[src/sv/ppu_pkg.sv]
`timescale 1ns / 1ps
// ----------------------------------------------------------------------------
// Particle pool update package
// Shared widths, the particle record, the sequencer states and the saturating vector add.
// ----------------------------------------------------------------------------
package ppu_pkg;

  localparam int MAX_PARTICLES_DEF = 64;
  localparam int VEC_W   = 48;
  localparam int LIFE_W  = 16;
  localparam int SCALE_W = 16;
  localparam int COLOR_W = 32;
  localparam int LIVE_W  = 7;
  localparam int DROP_W  = 16;
  localparam int FRAC_W  = 16;
  localparam int IN_W    = 256;
  localparam int OUT_W   = 120;

  typedef struct packed {
    logic [VEC_W-1:0]     pos;
    logic [VEC_W-1:0]     vel;
    logic [VEC_W-1:0]     acc;
    logic [LIFE_W-1:0]    age;
    logic [LIFE_W-1:0]    life;
    logic [2*SCALE_W-1:0] scale_pair;
    logic [2*COLOR_W-1:0] color_pair;
  } particle_t;

  typedef enum logic [3:0] {
    ST_IDLE,
    ST_CRD,
    ST_CWR,
    ST_URD,
    ST_ULD,
    ST_UPOS,
    ST_DIV,
    ST_MUL,
    ST_ACC,
    ST_EMIT
  } state_e;

  function automatic logic [VEC_W-1:0] vec_add_sat(logic [VEC_W-1:0] a,
                                                   logic [VEC_W-1:0] b);
    logic [VEC_W-1:0] r;
    logic signed [16:0] s;
    r = '0;
    for (int i = 0; i < 3; i++) begin
      s = 17'(signed'(a[16*i +: 16])) + 17'(signed'(b[16*i +: 16]));
      if (s > 17'sd32767) begin
        r[16*i +: 16] = 16'h7fff;
      end else if (s < -17'sd32768) begin
        r[16*i +: 16] = 16'h8000;
      end else begin
        r[16*i +: 16] = s[15:0];
      end
    end
    return r;
  endfunction

endpackage

[src/sv/ppu_frac.sv]
`timescale 1ns / 1ps
// ----------------------------------------------------------------------------
// Age over life fraction unit
// Restoring divider, one quotient bit per cycle, giving age * 65536 / life
// capped at 65535. Requires 1 <= age <= life.
// ----------------------------------------------------------------------------
module ppu_frac (
  input  logic                  clk_i,
  input  logic                  rst_ni,
  input  logic                  start_i,
  input  logic [ppu_pkg::LIFE_W-1:0] age_i,
  input  logic [ppu_pkg::LIFE_W-1:0] life_i,
  output logic                  done_o,
  output logic [ppu_pkg::FRAC_W-1:0] frac_o
);
  import ppu_pkg::*;

  logic              busy_q;
  logic              done_q;
  logic [4:0]        cnt_q;
  logic [LIFE_W-1:0] rem_q;
  logic [LIFE_W-1:0] div_q;
  logic [FRAC_W-1:0] quo_q;
  logic              full_q;
  logic [LIFE_W:0]   rem2;

  assign rem2 = {rem_q, 1'b0};

  always_ff @(posedge clk_i or negedge rst_ni) begin
    if (!rst_ni) begin
      busy_q <= 1'b0;
      done_q <= 1'b0;
      cnt_q  <= '0;
    end else begin
      done_q <= 1'b0;
      if (start_i) begin
        busy_q <= 1'b1;
        cnt_q  <= 5'd16;
      end else if (busy_q) begin
        cnt_q <= cnt_q - 5'd1;
        if (cnt_q == 5'd1) begin
          busy_q <= 1'b0;
          done_q <= 1'b1;
        end
      end
    end
  end

  always_ff @(posedge clk_i) begin
    if (start_i) begin
      rem_q  <= age_i;
      div_q  <= life_i;
      quo_q  <= '0;
      full_q <= (age_i == life_i);
    end else if (busy_q) begin
      if (rem2 >= {1'b0, div_q}) begin
        rem_q <= LIFE_W'(rem2 - {1'b0, div_q});
        quo_q <= {quo_q[FRAC_W-2:0], 1'b1};
      end else begin
        rem_q <= rem2[LIFE_W-1:0];
        quo_q <= {quo_q[FRAC_W-2:0], 1'b0};
      end
    end
  end

  assign done_o = done_q;
  assign frac_o = full_q ? {FRAC_W{1'b1}} : quo_q;

endmodule

[config.mk]
export PLATFORM = sky130hd
export DESIGN_NAME = ppu_frac
export DESIGN_NICKNAME = d
export VERILOG_FILES = /design/src/sv/ppu_pkg.sv /design/src/sv/ppu_frac.sv
export SDC_FILE = /design/constraint.sdc
export NUM_CORES = 1
export LEC_CHECK = 0
export ABC_AREA = 1
export BUFFER_PORTS_ARGS = -buffer_cell sky130_fd_sc_hd__buf_2
export CORE_MARGIN = 2
export CORE_UTILIZATION = 53
export CTS_CLUSTER_DIAMETER = 150
export DETAILED_ROUTE_END_ITERATION = 10
export PLACE_DENSITY_LB_ADDON = 0.2
export SLEW_MARGIN = 20
export SYNTH_ARGS = -nofsm -noshare
export SYNTH_HDL_FRONTEND = slang
export SYNTH_SLANG_ARGS = --single-unit
[constraint.sdc]
create_clock -name clk_i -period 2.04 [get_ports clk_i]
set_input_delay 0.204 -clock clk_i [delete_from_list [all_inputs] [get_ports clk_i]]
set_output_delay 0.204 -clock clk_i [all_outputs]
set_load 0.02 [all_outputs]
# After elaboration in Yosys (flattened, before gate mapping)
# Cells that the tools add are included.
# W data, S select, Z words.
[word_totals]
ff_bits = 56
in_bits = 35
output_inout_bits = 17
wordCells = 26
[op_classes]
addsub = 2
order_cmp = 1
n_eq_ne = 2
n_mux = 13
n_reduce_logical = 1
[ops]
columns = ["cell", "n"]
rows = [
  ["$mux W16", 4],
  ["$ge A17 B16 Y1", 1],
  ["$eq A16 B16 Y1", 1],
  ["$sub A16 B16 Y16", 1],
  ["$mux W5", 2],
  ["$mux W1", 7],
  ["$eq A5 B1 Y1 const B", 1],
  ["$sub A5 B1 Y5 const B", 1],
  ["$reduce_bool A2 Y1", 1],
]

# Longest topological paths before layout
[depth]
word_depth = 4
ltp_mapped = 14
depth_no_buf = 14

# Worst setup path after synthesis
# OpenSTA, ideal clock, no wires.
[synth_timing]
path_kind = "reg-to-reg"
startpoint = "reg rem_q[12]"
endpoint = "reg rem_q[4] (data pin)"
setup_ps = 251
arrival_ps = 1657
required_ps = 1789
slack_ps = 132
path_stages_with_launch = 13
path_buffers = 1
period_less_slack_ps = 1908
path_cell_list = "edfxtp_1 > ha_1 > nand2_1 > inv_2 > nand2_2 > inv_2 > nand2_1 > nand2_1 > nor2_4 > buf_4 > nand3b_1 > nand3_2 > nand2_2"
[synth_between]
elab_chain_len = 4
[synth_lines]
columns = ["element", "line", "text"]
rows = [
  ["from (decl)", "ppu_frac.sv:21", "logic [LIFE_W-1:0] rem_q;"],
  ["from (signal assigned)", "ppu_frac.sv:51", "rem_q <= age_i;"],
  ["from (signal assigned)", "ppu_frac.sv:57", "rem_q <= LIFE_W'(rem2 - {1'b0, div_q});"],
  ["from (signal assigned)", "ppu_frac.sv:60", "rem_q <= rem2[LIFE_W-1:0];"],
  ["$ge A17 B16 Y1", "ppu_frac.sv:56", "if (rem2 >= {1'b0, div_q}) begin"],
  ["$mux W16", "ppu_frac.sv:56", ""],
  ["$mux W16", "ppu_frac.sv:55", "end else if (busy_q) begin"],
  ["$mux W16", "ppu_frac.sv:50", "if (start_i) begin"],
]
# No other way between the ends. The select of a mux whose other input is x is not followed.
# A chain may end at the register's enable or synchronous reset.

# Worst setup path in the final report
[layout_timing]
startpoint = "reg rem_q[8]"
endpoint = "reg rem_q[3] (data pin)"
# The elaborated chain is that of the path after synthesis.

==> results.md <==
- First-pass GRT wire length: 15.01 mm
- Clock Tree Root: clkbuf_8
- Count leader, synth: nand2_1
- Antenna violations before repair: 0
- Synth async-reset ratio: 12.50%
- Post-synthesis mux area share: 0%
- Adder-Cell Fraction of Synth Area: 6.497%
- Final hold violation count: 0
- RePlAce Congestion: 0.8883
- Synth Area in Compound Gates: 5.270%
- Vias in the first global route: 3,389
- CP peak stage delay: 450 ps
- Combinational Power Share: 64.0%
- Met3 usage in global routing: 3.545%
- Power after layout: 0.006410 W
- Largest family of logic cells by synthesized area: simple AND/OR/NAND/NOR gates
- Switching Share: 44.70%
- Unrepaired setup endpoints after global routing: yes
- Worst-skew pair later-pin latency: 320 ps
- Final ANT Viol Nets: 0
- Rel. slew slack: 64.30%
- DRT iter0 DRCs: 252
- Power share of the sequential group: 25.9%
- PD cells: 1311 nW/µm²
- Fmax achieved: 0.4869 GHz
- Synth-to-Final Area Change: 29.57%
- Number of iterations in the first detailed-routing pass: 5
- Syn Nets: 541
- Critical path cell sequence: ha_4 > nand2_2 > nor2_2 > nand3_2 > nor2_4 > nor2_4 > nand2_8 > buf_12 > nand2_4 > nand3_2 > nand2_2
- Crit start category: register
- Post-synthesis xor/xnor area fraction: 4.640%
- WP buf/inv: 1
- Slew Viols, Final: 0
- Avg Vias per Cell: 5.131
- Tcrit/Tclk final: 100.7%
- Sequential share of the synthesized area: 39.38%
- GR Util met1: 31.27%
- GRT overflow: 0
- Max-cap violations: 0
- Routed wire length: 9.664 mm
- GRT Resource Usage Total: 24.52%
- Core Rows: 30
- Clock power share: 10.1%
- Clock tree from TritonCTS: yes
- Switching power: 0.002865 W
- Cell at the slowest stage of the critical path: edfxtp_1
- Min Hold Slack: 77.39 ps
- Crit path DAT: 2130 ps
- Failing checks: setup timing
- Core area: 6832 µm²
- Fillers: 545
- Port bufs: 51
- Top cells by area, synth: edfxtp_1 (26%), nand2_1 (14%), inv_1 (8.8%)
- Mapped Cells: 487
- Worst-Margin Slew: 534.2 ps
- Clock slew at reported path FFs: 110 ps
- Hold Path Class: in -> reg
- Final Setup Violations: 4
- DR vias: 3,443
- Footprint of the multi-input gates: 2213 µm²
- Req. time, crit path: 2120 ps
- Share of layout cells above drive strength 1: 33.57%
- Die area: 7814 µm²
- Number of synthesized flops with an enable pin: 33
- Post-synth top area share: 26.25%
- Routed length per instance: 14.40 µm
- Commonest cells post-synth: nand2_1 (140), inv_1 (89), edfxtp_1 (33)
- CP Class: reg -> reg
- Final core occ: 71.59%
- Pint: 0.003545 W
- # diodes: 0
- Internal reg-to-reg setup slack: -10 ps
- Crit path max-delay family: simple AND/OR/NAND/NOR gates
- Status: finished, violations left
- Leading area contributor after synthesis: edfxtp_1
- Mean Syn Cell Area: 7.751 µm²
- Initial core utilization: 55.26%
- Met2 Usage GRT: 42.79%
- Die Width: 88.40 µm
- Min cycle time layout: 2054 ps
- Drt drc: 0
- Simple-Gate Fraction of Synth Area: 32.81%
- Leak pwr: 2.390 nW
- Largest net degree at the start of global routing: 33
- Peak supply drop: 648.5 µV
- Clock skew: 12.58 ps
- Num Clock Sinks: 56
- Grt peak-use layer: met2
- CTS H-tree lvls: 2
- Cell variety after synth: 36
- Nets: 628
- Cell Area, Synth: 3775 µm²
- DP HPWL: 6.774 mm
- Worst Path Max Fanout: 8
- Critical path endpoint category: register
- Total CTS buffers: 5
- Register Area: 1486 µm²
- Post-synth top flop: edfxtp_1
- Clk buf depth: 2
- Yosys warns: 0
- IO Pins: 52
- Worst Slack Setup Final: -13.89 ps
- Die height: 88.40 µm
- Synthesized flop and latch total: 56
flip-flops by register name, indices dropped and copies added, names as in the netlist:
signal / count
busy_q: 1
cnt_q: 5
div_q: 16
done_o: 1
full_q: 1
quo_q: 16
rem_q: 16
logic make-up after synthesis:
logic type / Yosys count
AO/OA/AOI/OAI: 34
XOR/XNOR: 20
adder cells (fa/ha/maj): 19
buffers and inverters: 104
flip-flops: 56
AND/OR/NAND/NOR: 254
layout make-up:
cell class | instances | share of cell area (%)
Multi-Input combinational cell | 327 | 45.25
Sequential cell | 56 | 30.39
Timing Repair Buffer | 90 | 12.74
Inverter | 94 | 7.214
Tap cell | 96 | 2.456
Clock buffer | 5 | 1.407
Clock inverter | 3 | 0.5372
stage by stage:
| step | setup TNS (ps) | worst slack (ps) | area, µm² | cells |
|---|---|---|---|---|
| after global placement | -286.7 | -44.27 | 4280 | 650 |
| final | -43.93 | -13.89 | 4891 | 671 |
| after global routing | -1014 | -96.47 | 4891 | 671 |
| after CTS | 0 | 3.028 | 4582 | 661 |
| after detailed placement | -696.0 | -108.9 | 4280 | 650 |
| after floorplan | 0 | 131.7 | 3775 | 487 |
path summary, 6_finish.rpt:
| kind | startpoint | end | cells past startpoint |
|---|---|---|---|
| max | rem_q[8] | rem_q[3] | 11 |
| min | life_i[12] | div_q[12] | 1 |
| max reg2reg | rem_q[8] | rem_q[3] | 11 |
| min reg2reg | cnt_q[3] | cnt_q[3] | 1 |
| max in group asynchronous | rst_ni | busy_q | 2 |
| min in group asynchronous | rst_ni | cnt_q[0] | 2 |
layout by cell type, fill, tap and decap left out, types with 14 or more instances in the layout:
master / netlist / layout
inv_2: 4 / 15
nand2_2: 19 / 24
nand3_2: 11 / 14
ha_4: 0 / 15
nor2_1: 17 / 15
nand2_1: 140 / 126
dfxtp_1: 16 / 16
nand3_1: 30 / 25
buf_2: 1 / 51
inv_1: 89 / 78
xor2_1: 16 / 16
buf_4: 2 / 27
o22ai_1: 16 / 16
edfxtp_1: 33 / 33
timing repair:
action,CTS,global route
cloned,0,1
hold buffers,1,0
endpoints found under the hold margin,7,0
endpoints found under the setup margin,17,15
resized for setup,22,59
pin swaps,3,30
setup buffers,2,10
power groups by stage:
stage	sequential [W]	combinational (W)	clock (W)
5_1_grt	0.00168	0.00446	0.000689
4_1_cts	0.00165	0.00335	0.000656
3_3_place_gp	0.00160	0.00301	0
3_5_place_dp	0.00161	0.00306	0
2_1_floorplan	0.00157	0.00224	0
6_report	0.00166	0.00410	0.000646
metal layers:
metal	up-vias	share of wire, %	wire (µm)
met4	0	2.4	235
met3	22	5.0	479
li1	1728	-	-
met1	1587	43	4155
met2	106	50	4793
met5	-	0	0
(Power assumes the default switching activity.)
